==> config.mk <==
export PLATFORM = sky130hd
export DESIGN_NAME = ffpa_ctrl
export DESIGN_NICKNAME = d
export VERILOG_FILES = /design/src/ffpa_pkg.sv /design/src/ffpa_ctrl.sv
export SDC_FILE = /design/constraint.sdc
export NUM_CORES = 1
export LEC_CHECK = 0
export ABC_AREA = 0
export BUFFER_PORTS_ARGS = -buffer_cell sky130_fd_sc_hd__buf_2
export CORE_MARGIN = 5
export CORE_UTILIZATION = 54
export DETAILED_ROUTE_END_ITERATION = 7
export HOLD_SLACK_MARGIN = 0.15
export PLACE_DENSITY = 0.79
export SLEW_MARGIN = 10
export SYNTH_ARGS = -nofsm -noshare
export SYNTH_HDL_FRONTEND = slang
export SYNTH_SLANG_ARGS = --single-unit
==> constraint.sdc <==
create_clock -name clk -period 2.1 [get_ports clk]
set_input_delay 0.105 -clock clk [delete_from_list [all_inputs] [get_ports clk]]
set_output_delay 0.105 -clock clk [all_outputs]
set_load 0.01 [all_outputs]
==> src/ffpa_pkg.sv <==
// package of shared types and constants for the first-fit pool allocator
`default_nettype none
package ffpa_pkg;

  // defaults for the top-level parameters
  localparam int unsigned DEF_POOL_BYTES   = 65536;
  localparam int unsigned DEF_HEADER_BYTES = 24;

  // fixed field widths
  localparam int unsigned CFG_W   = 17;
  localparam int unsigned REQ_W   = 17;
  localparam int unsigned OFF_W   = 16;
  localparam int unsigned STAT_W  = 2;
  localparam int unsigned NEED_W  = 15;
  localparam int unsigned S_DATA_W = 40;
  localparam int unsigned M_DATA_W = 24;
  localparam logic [CFG_W-1:0] RESET_POOL_BYTES = 17'd65536;

  // command codes
  localparam logic CMD_ALLOC = 1'b0;
  localparam logic CMD_FREE  = 1'b1;

  // result status codes
  localparam logic [STAT_W-1:0] ST_DONE    = 2'd0;
  localparam logic [STAT_W-1:0] ST_NOSPACE = 2'd1;
  localparam logic [STAT_W-1:0] ST_BADOFF  = 2'd2;

  // controller states
  typedef enum logic [13:0] {
    S_CLEAR = 14'b00000000000001,
    S_IDLE  = 14'b00000000000010,
    S_ACHK  = 14'b00000000000100,
    S_AEV   = 14'b00000000001000,
    S_ATAKE = 14'b00000000010000,
    S_FCHK  = 14'b00000000100000,
    S_FEVB  = 14'b00000001000000,
    S_FWCHK = 14'b00000010000000,
    S_FWEV  = 14'b00000100000000,
    S_FNCHK = 14'b00001000000000,
    S_FNEV  = 14'b00010000000000,
    S_FFIN  = 14'b00100000000000,
    S_FFIN2 = 14'b01000000000000,
    S_OUT   = 14'b10000000000000
  } state_t;

  // datapath operations
  typedef enum logic [4:0] {
    OP_NONE,
    OP_CLR,
    OP_LOAD,
    OP_RD_U,
    OP_STEP,
    OP_SPLIT,
    OP_TAKE,
    OP_NOSPACE,
    OP_BAD,
    OP_RD_BLK,
    OP_SAVE_BLK,
    OP_PSTEP,
    OP_RD_NXT,
    OP_MERGE_NXT,
    OP_FIN_BLK,
    OP_FIN_PREV
  } op_t;

  // controller to datapath
  typedef struct packed {
    op_t  op;
    logic out_load;
  } cmd_t;

  // datapath to controller
  typedef struct packed {
    logic in_free;
    logic clr_last;
    logic u_end;
    logic len_zero;
    logic fits;
    logic split;
    logic off_bad;
    logic blk_bad;
    logic u_lt_blk;
    logic nxt_in;
    logic nxt_merge;
    logic merge_prev;
    logic out_busy;
  } sts_t;

endpackage
`default_nettype wire

==> src/ffpa_ctrl.sv <==
// controller state machine sequencing allocate, free and table clearing
`default_nettype none
module ffpa_ctrl
  import ffpa_pkg::*;
(
  input  wire logic clk,
  input  wire logic rst,
  input  wire logic cfg_we,
  input  wire logic s_tvalid,
  output logic      s_tready,
  output cmd_t      cmd,
  input  wire sts_t sts
);

  state_t state;
  state_t state_next;

  assign s_tready = state == S_IDLE;

  // next state and datapath command
  always_comb begin
    state_next   = state;
    cmd.op       = OP_NONE;
    cmd.out_load = 1'b0;
    case (state)
      S_CLEAR: begin
        cmd.op = OP_CLR;
        if (sts.clr_last) state_next = S_IDLE;
      end
      S_IDLE: begin
        if (s_tvalid) begin
          cmd.op     = OP_LOAD;
          state_next = sts.in_free ? S_FCHK : S_ACHK;
        end
      end
      S_ACHK: begin
        if (sts.u_end) begin
          cmd.op     = OP_NOSPACE;
          state_next = S_OUT;
        end else begin
          cmd.op     = OP_RD_U;
          state_next = S_AEV;
        end
      end
      S_AEV: begin
        if (sts.len_zero) begin
          cmd.op     = OP_NOSPACE;
          state_next = S_OUT;
        end else if (sts.fits) begin
          if (sts.split) cmd.op = OP_SPLIT;
          state_next = S_ATAKE;
        end else begin
          cmd.op     = OP_STEP;
          state_next = S_ACHK;
        end
      end
      S_ATAKE: begin
        cmd.op     = OP_TAKE;
        state_next = S_OUT;
      end
      S_FCHK: begin
        if (sts.off_bad) begin
          cmd.op     = OP_BAD;
          state_next = S_OUT;
        end else begin
          cmd.op     = OP_RD_BLK;
          state_next = S_FEVB;
        end
      end
      S_FEVB: begin
        if (sts.blk_bad) begin
          cmd.op     = OP_BAD;
          state_next = S_OUT;
        end else begin
          cmd.op     = OP_SAVE_BLK;
          state_next = S_FWCHK;
        end
      end
      S_FWCHK: begin
        if (sts.u_lt_blk) begin
          cmd.op     = OP_RD_U;
          state_next = S_FWEV;
        end else begin
          state_next = S_FNCHK;
        end
      end
      S_FWEV: begin
        if (sts.len_zero) begin
          state_next = S_FNCHK;
        end else begin
          cmd.op     = OP_PSTEP;
          state_next = S_FWCHK;
        end
      end
      S_FNCHK: begin
        if (sts.nxt_in) begin
          cmd.op     = OP_RD_NXT;
          state_next = S_FNEV;
        end else begin
          state_next = S_FFIN;
        end
      end
      S_FNEV: begin
        if (sts.nxt_merge) cmd.op = OP_MERGE_NXT;
        state_next = S_FFIN;
      end
      S_FFIN: begin
        cmd.op     = OP_FIN_BLK;
        state_next = sts.merge_prev ? S_FFIN2 : S_OUT;
      end
      S_FFIN2: begin
        cmd.op     = OP_FIN_PREV;
        state_next = S_OUT;
      end
      S_OUT: begin
        if (!sts.out_busy) begin
          cmd.out_load = 1'b1;
          state_next   = S_IDLE;
        end
      end
      default: begin
        state_next = S_CLEAR;
      end
    endcase
    // a pool size write restarts the clearing pass
    if (cfg_we) begin
      state_next   = S_CLEAR;
      cmd.out_load = 1'b0;
      cmd.op       = OP_NONE;
    end
  end

  // state register
  always_ff @(posedge clk) begin
    if (rst) state <= S_CLEAR;
    else state <= state_next;
  end

`ifndef ASSERT_OFF
  // result is never loaded over one still waiting
  a_no_overwrite: assert property (@(posedge clk) disable iff (rst)
    cmd.out_load |-> !sts.out_busy) else $error("result register overwritten");

  // an accepted transaction starts a walk
  a_accept_walk: assert property (@(posedge clk) disable iff (rst)
    (s_tvalid && s_tready && !cfg_we) |=> (state == S_ACHK || state == S_FCHK))
    else $error("accepted transaction did not start a walk");

  // a pool size write always leads to clearing
  a_cfg_clear: assert property (@(posedge clk) disable iff (rst)
    cfg_we |=> state == S_CLEAR) else $error("pool write did not start clearing");
`endif

endmodule
`default_nettype wire

# Word-level counts from Yosys, hierarchy flattened
# Index checks and enable logic that the tools add are counted.
totals:
  reg_bits: 14
  out_inout_bits: 7
op_classes:
  n_eq_ne: 17
  muxes: 29
  n_reduce_logical: 3
ops:
  columns: ["cell", "count"]
  rows:
  - ["$pmux W14 S13", 1]
  - ["$mux W14", 8]
  - ["$pmux W5 S13", 1]
  - ["$mux W10", 2]
  - ["$mux W5", 3]
  - ["$eq A14 B1 Y1 const B", 1]
  - ["$eq A14 B10 Y1 const B", 1]
  - ["$eq A14 B11 Y1 const B", 1]
  - ["$eq A14 B12 Y1 const B", 1]
  - ["$eq A14 B13 Y1 const B", 1]
  - ["$eq A14 B14 Y1 const B", 1]
  - ["$eq A14 B2 Y1 const B", 1]
  - ["$eq A14 B3 Y1 const B", 1]
  - ["$eq A14 B4 Y1 const B", 1]
  - ["$eq A14 B5 Y1 const B", 1]
  - ["$eq A14 B6 Y1 const B", 1]
  - ["$eq A14 B7 Y1 const B", 1]
  - ["$eq A14 B8 Y1 const B", 1]
  - ["$eq A14 B9 Y1 const B", 1]
  - ["$mux W12", 1]
  - ["$mux W4", 3]
  - ["$mux W6", 2]
  - ["$mux W2", 3]
  - ["$mux W3", 2]
  - ["other kinds (4)", 9]

# Logic depth before layout (Yosys ltp)
# Gate-level depths: netlist of run 1.
depth:
  ltp_word: 5
  ltp_mapped: 6

# Worst setup path after synthesis of run 1
# OpenSTA, ideal clock, no wires.
synth_timing:
  path_type: "register to output"
  from: "register state[0]"
  to: "output port cmd[4] (netlist bit)"
  arrival_time_ns: 1.895
  required_time_ns: 1.995
  setup_slack_ns: 0.100
  stages_incl_launch_ff: 6
  path_buffers: 1
  cell_sequence: "dfxtp_1 > buf_2 > or4_4 > or3_1 > o311a_1 > a21oi_1"
synth_rtl:
  columns: ["element", "line", "text"]
  rows:
  - ["from (decl)", "ffpa_ctrl.sv:15", "state_t state;"]
  - ["from (signal assigned)", "ffpa_ctrl.sv:136", "else state <= state_next;"]
  - ["to (decl)", "ffpa_ctrl.sv:11", "output cmd_t cmd,"]

==> metrics.txt, run 1 <==
outcome=finished with violations; failing checks=negative setup slack; drt total wl=4920 µm; share of cells above drive strength 1=39.6%; pin count of the biggest net entering global routing=12; Placed Cells incl. Taps=226; period utilization=114%; Initial Utilization=between 50% and 60%; Final setup viols=7; # diodes=0; core area=2150 µm²; Crit. End Element=output port; port bufs=22; HPWL Detailed=2940 µm; Critical Path Start Type=register; Largest Register=state; ordered cell list for the critical path=or4_4 -> or3_1 -> nor2_1 -> o21ai_0 -> a31oi_1 -> buf_2; GRT Total Usage=26.8%; grt ovf=0; Vias=1678; worst hold slack=0.153 ns; Tightest Hold Check Type=in -> reg; Pre-antenna DRT Iters=7; clk buf depth=2; Final Critical Period=~2.4 ns; DRT antenna net count=0; top cells by area, synth=dfxtp_1 24%, nor2_1 8.9%, nand2_1 4.1%; CTS tree=yes; Vias/cell=6.71; count of cell types in the netlist=50; Mapped Nets=about 180; Main synth FF type=dfxtp_1; post-synthesis mux area share=1.80%; P_sw=0.000164 W; Worst Slack Setup Final=-0.292 ns; clk root buf=clkbuf_4; # nets final=about 240; yosys warns=0; cts bufs inserted=3; highest clock rate=418 MHz; XOR/XNOR share of the synthesized area=2.96%; initial antenna violation count=0; slowest stage delay, CP=0.52 ns; number of flip-flops in the largest register=14; fraction of registers with async set/reset=0%; number of global-route vias before repair=approximately 1.5k; GPL Wtd Cong=~0.95; internal power=0.000390 W; most common cell after layout, fill and taps aside=buf_4; syn_area_per_cell=7.17 µm²; Clock transition at path regs=approximately 0.10 ns; Gate power share=21.8%; Clock power frac=29.8%; Worst Path Max Fanout=3; worst path required time=2.00 ns; first-pass GRT wire length=6740 µm; #FFs+latches synth=14; Die ar.=3230 µm²; I/O pin count=24; Worst-Skew Late Latency=approximately 0.30 ns; largest family of logic cells by synthesized area=simple AND/OR/NAND/NOR gates; Synth-to-Final Area Change=50.8%; post-synthesis compound-gate area fraction=19.6%; Clock Sinks=14; Slew Viols, Final=0; WS Path Type=reg -> out; number of synthesized flops with an enable pin=0; Fin. Hold Viols=0; top-area cell type share of the netlist area=23.7%; biggest regs=state x14; P per Cell Area=311 nW/µm²; Max Cap Viol=0; most frequent cells in the layout=28 x buf_4, 23 x nor2_1, 21 x buf_2, 13 x nand2_1, 11 x dfxtp_1; Synth Area in Adders=0%; LEAKAGE=0.751 nW; Die Wd=approximately 57 µm; RSZ-0062 raised after global routing=yes; Max H-tree Level=1; Synth Area in Simple Gates=46.7%; maximum VDD drop=between 0.4 and 0.5 mV; number of remaining DRC errors=0; Rows=17; post-synth top area cell=dfxtp_1; Sequential Power Share=between 40% and 50%; Die Ht=56.8 µm; Seq/Total Area, Yosys=23.7%; critical path's slowest cell=or4_4; Finished Layout Cells=250; synthesized area=approximately 1200 µm²; starting DRC count in detailed routing=136; Sw Share=29.6%; Data arrival, critical path=2.29 ns; Avg WL per Cell=~20 µm; Gate Count Post-Synth=165; skew final=0.0106 ns
-- area by class of cell --
class / instances / area, µm²
Inverter: 4 / 15.0
Multi-Input combinational cell: 137 / 951
Timing Repair Buffer: 64 / 473
Sequential cell: 14 / 287
Fill cell: 125 / 365
Clock buffer: 3 / 22.5
Tap cell: 28 / 35.0
-- Yosys cell counts (2+ instances only) --
cell type  instances
nor3_1             6
nand2b_1           2
nand3_1            3
o21a_1             2
dfxtp_1           14
nor2_1            28
nor2b_1            4
a31oi_1            2
nor4b_1            2
nand3b_1           6
o21ai_0            6
inv_1              4
or3_1              7
nand4_1            6
nor4_1             5
xnor2_1            3
o22ai_1            2
nand2_1           13
o311a_1            2
or4_4              2
a21oi_1            9
nor4_2             2
buf_2              2
clkbuf_1           7
-- path summary, 6_finish.rpt --
path                          from                     to  slack, ns  depth (start not counted)
max          state[5]$_SDFFE_PP0P_                 cmd[2]      -0.29                          6
min reg2reg  state[3]$_SDFFE_PP0P_  state[9]$_SDFFE_PP0P_       0.65                          3
min                            rst  state[7]$_SDFFE_PP0P_       0.15                          3
max reg2reg  state[5]$_SDFFE_PP0P_  state[7]$_SDFFE_PP0P_      -0.13                          9
-- cell families (layout without fill, tap and decap cells) --
group           after synthesis  count (layout)
other cells                   1               1
buf+inv                      14              71
simple gates                 96              96
mux                           2               2
flops                        14              14
compound gates               34              34
xor+xnor                      4               4
-- critical path, delay by kind of cell, from the launching register on --
kind            cells  cell delay (ns)
buf+inv             1             0.16
flops               1             0.35
simple gates        3             1.09
compound gates      2             0.40
-- power groups by stage --
stage	combinational, W	sequential [W]	clock, W
6_report	0.000121	0.000268	0.000165
5_1_grt	0.000130	0.000268	0.000174
4_1_cts	0.000108	0.000268	0.000162
3_5_place_dp	0.0000917	0.000275	0
3_3_place_gp	0.0000892	0.000275	0
2_1_floorplan	0.0000499	0.000275	0
-- metal layers --
layer	routed length (µm)	part of all wire (%)	vias to the layer above	global-route usage [%]
li1	-	-	730	-
met1	1810	37	755	30.1
met2	2300	47	150	45.0
met3	549	11	43	8.05
met4	261	5.3	0	13.9
met5	0	0	-	0
-- per-stage QoR --
stage               setup slack [ns]  util [%]  setup TNS [ns]  cell area [µm²]  power, W
finish                        -0.292      83.0           -1.08             1780  0.000554
global route                  -0.326      83.0           -1.37             1780  0.000572
CTS                           -0.205      77.9          -0.520             1670  0.000537
detailed placement            0.0393      67.1               0             1440  0.000367
global placement               0.100      67.1               0             1440  0.000364
floorplan                      0.100         -               0             1180  0.000325
-- repair_timing --
action                     4_1_cts  5_1_grt
resized for setup               15       20
hold buffers                     9        0
setup endpoints to repair        4        6
pin swaps                        9       14
hold endpoints to repair         9        0
buffers inserted                 8        4
No activity file was read; power rests on OpenSTA's default activity.
==> inputs of run 2 (changes only) <==
--- a/config.mk
+++ b/config.mk
@@ -6,12 +6,13 @@
 export NUM_CORES = 1
 export LEC_CHECK = 0
 export ABC_AREA = 0
+export ABC_CLOCK_PERIOD_IN_PS = 2100
 export BUFFER_PORTS_ARGS = -buffer_cell sky130_fd_sc_hd__buf_2
 export CORE_MARGIN = 5
-export CORE_UTILIZATION = 54
+export CORE_UTILIZATION = 40
 export DETAILED_ROUTE_END_ITERATION = 7
 export HOLD_SLACK_MARGIN = 0.15
-export PLACE_DENSITY = 0.79
+export PLACE_DENSITY = 0.61
 export SLEW_MARGIN = 10
 export SYNTH_ARGS = -nofsm -noshare
 export SYNTH_HDL_FRONTEND = slang
==> metrics.txt, run 2 (synthesized netlist as in run 1, its figures left out) <==
share of cells above drive strength 1=38.4% (-1.2 points); I/O pin count=24 (unchanged); biggest regs=state x14; Tightest Hold Check Type=in -> reg; clk root buf=clkbuf_4; drt total wl=4310 µm (-12%); # diodes=0 (unchanged); Final Critical Period=2.33 ns (-0.0580 ns); P per Cell Area=340 nW/µm² (+9.6%); cts bufs inserted=3 (unchanged); Worst Slack Setup Final=-0.234 ns (+0.0580 ns); ordered cell list for the critical path=or4_4 -> or3_4 -> o32ai_2 -> nand2_1 -> a31oi_1 -> buf_2; RSZ-0062 raised after global routing=yes; P_sw=0.000168 W (+2.2%); Crit. End Element=output port; Largest Register=state; GRT Total Usage=19.4% (-7.4 points); clk buf depth=2 (unchanged); Die Ht=64.4 µm (+13%); Clock power frac=34.8% (+5.0 points); failing checks=negative setup slack; critical path's slowest cell=or4_4; Pwr Total=0.000605 W (+9.3%); Clock Sinks=14 (unchanged); DRT antenna net count=0 (unchanged); most common cell after layout, fill and taps aside=buf_4; maximum VDD drop=0.218 mV (-50%); Fin. Hold Viols=0 (unchanged); number of global-route vias before repair=1406 (-4.9%); worst path required time=2.00 ns (about the same); number of flip-flops in the largest register=14 (unchanged); Critical Path Start Type=register; Pre-antenna DRT Iters=4 (-3); Final setup viols=7 (unchanged); CTS tree=yes; HPWL Detailed=3010 µm (+2.5%); # nets final=242 (+0.41%); Slew Viols, Final=0 (unchanged); Buf/Inv on CP=1 (unchanged); Rows=19 (+2); Clock transition at path regs=0.10 ns (about the same); Initial Utilization=42.1% (-13 points); LEAKAGE=0.759 nW (+1.1%); Placed Cells incl. Taps=229 (+1.3%); slowest stage delay, CP=0.54 ns (+0.02 ns); Die Wd=64.4 µm (+13%); starting DRC count in detailed routing=104 (-24%); fill cell count=234 (+87%); Sw Share=27.7% (-1.9 points); Max H-tree Level=1 (unchanged); Vias=1541 (-8.2%); Sequential Power Share=44.6% (-3.8 points); most frequent cells in the layout=30 x buf_4, 25 x nor2_1, 22 x buf_2, 13 x nand2_1, 11 x dfxtp_1; Finished Layout Cells=255 (+2.0%); port bufs=22 (unchanged); number of remaining DRC errors=0 (unchanged); GPL Wtd Cong=0.916 (-3.7%); Gate power share=20.6% (-1.2 points); grt ovf=0 (unchanged); Die ar.=4140 µm² (+28%); initial antenna violation count=0 (unchanged); pin count of the biggest net entering global routing=13 (+1); first-pass GRT wire length=6440 µm (-4.5%); Vias/cell=6.04 (-10%); Data arrival, critical path=2.23 ns (-0.06 ns); Synth-to-Final Area Change=50.5%; setup TNS=-0.787 ns (+0.296 ns); core area=2810 µm² (+31%); outcome=finished with violations; skew final=0.0110 ns (+0.000404 ns); Worst Path Max Fanout=3 (unchanged); Avg WL per Cell=16.9 µm (-14%); internal power=0.000438 W (+12%); cell family with the largest share of critical-path delay=simple AND/OR/NAND/NOR gates; highest clock rate=428 MHz (+2.5%); Worst-Skew Late Latency=0.30 ns (about the same); period utilization=111% (-2.8 points); Max Cap Viol=0 (unchanged); WS Path Type=reg -> out
-- run 2: cell types whose count changed in the layout (fill, tap and decap cells not counted), sizes merged --
cell / before / now
buf: 55 / 56
clkbuf: 3 / 4
-- run 2: path summary, 6_finish.rpt --
check,from,end,slack (ns),cells after the start
max reg2reg,state[6]$_SDFFE_PP0P_,state[9]$_SDFFE_PP0P_,-0.05,6
max,state[6]$_SDFFE_PP0P_,cmd[2],-0.23,6
min,rst,state[9]$_SDFFE_PP0P_,0.16,3
min reg2reg,state[6]$_SDFFE_PP0P_,state[8]$_SDFFE_PP0P_,0.63,2
-- run 2: power groups by stage --
stage	logic [W]	clock network (W)	registers [W]
after floorplan	0.0000499	0	0.000275
after global placement	0.0000916	0	0.000275
after detailed placement	0.0000917	0	0.000275
after CTS	0.000107	0.000205	0.000269
after global routing	0.000134	0.000224	0.000270
final	0.000125	0.000210	0.000270
-- run 2: cell type report --
type / count / area, µm² / share of cell area, %
multi-input cells: 137 / 931 / 52.3
repair buffers: 65 / 474 / 26.7
flip-flops and latches: 14 / 284 / 16.0
well taps: 31 / 38.8 / 2.18
clock buffers: 4 / 36.3 / 2.04
inverters: 4 / 15.0 / 0.844
-- run 2: per-stage QoR --
| step | utilization (%) | area, µm² | hold WS (ns) | setup WS [ns] |
|---|---|---|---|---|
| after floorplan | - | 1180 | 0.181 | 0.100 |
| after global placement | 51.5 | 1450 | 0.305 | 0.101 |
| after detailed placement | 51.5 | 1450 | 0.310 | 0.0851 |
| after CTS | 58.7 | 1650 | 0.177 | -0.150 |
| after global routing | 63.4 | 1780 | 0.173 | -0.283 |
| final | 63.4 | 1780 | 0.159 | -0.234 |
-- run 2: worst register-to-register path: cells and delay by family (launching register included) --
family,cells,cell delay (ns)
and+or+nand+nor,3,1.28
DFF,1,0.33
buffers and inverters,2,0.27
AOI/OAI and AO/OA,1,0.21
-- run 2: metal layers --
metal,global-route usage [%],up-vias,routed length (µm)
met5,0,-,0
met4,7.39,0,152
met3,3.85,18,336
met2,31.7,69,2020
met1,25.1,721,1800
li1,-,733,-
-- run 2: repair_timing --
action,4_1_cts,5_1_grt
hold endpoints to repair,10,0
buffers inserted,5,9
hold buffers,9,0
endpoints found under the setup margin,4,8
pin swaps,10,14
gates resized for setup,9,19
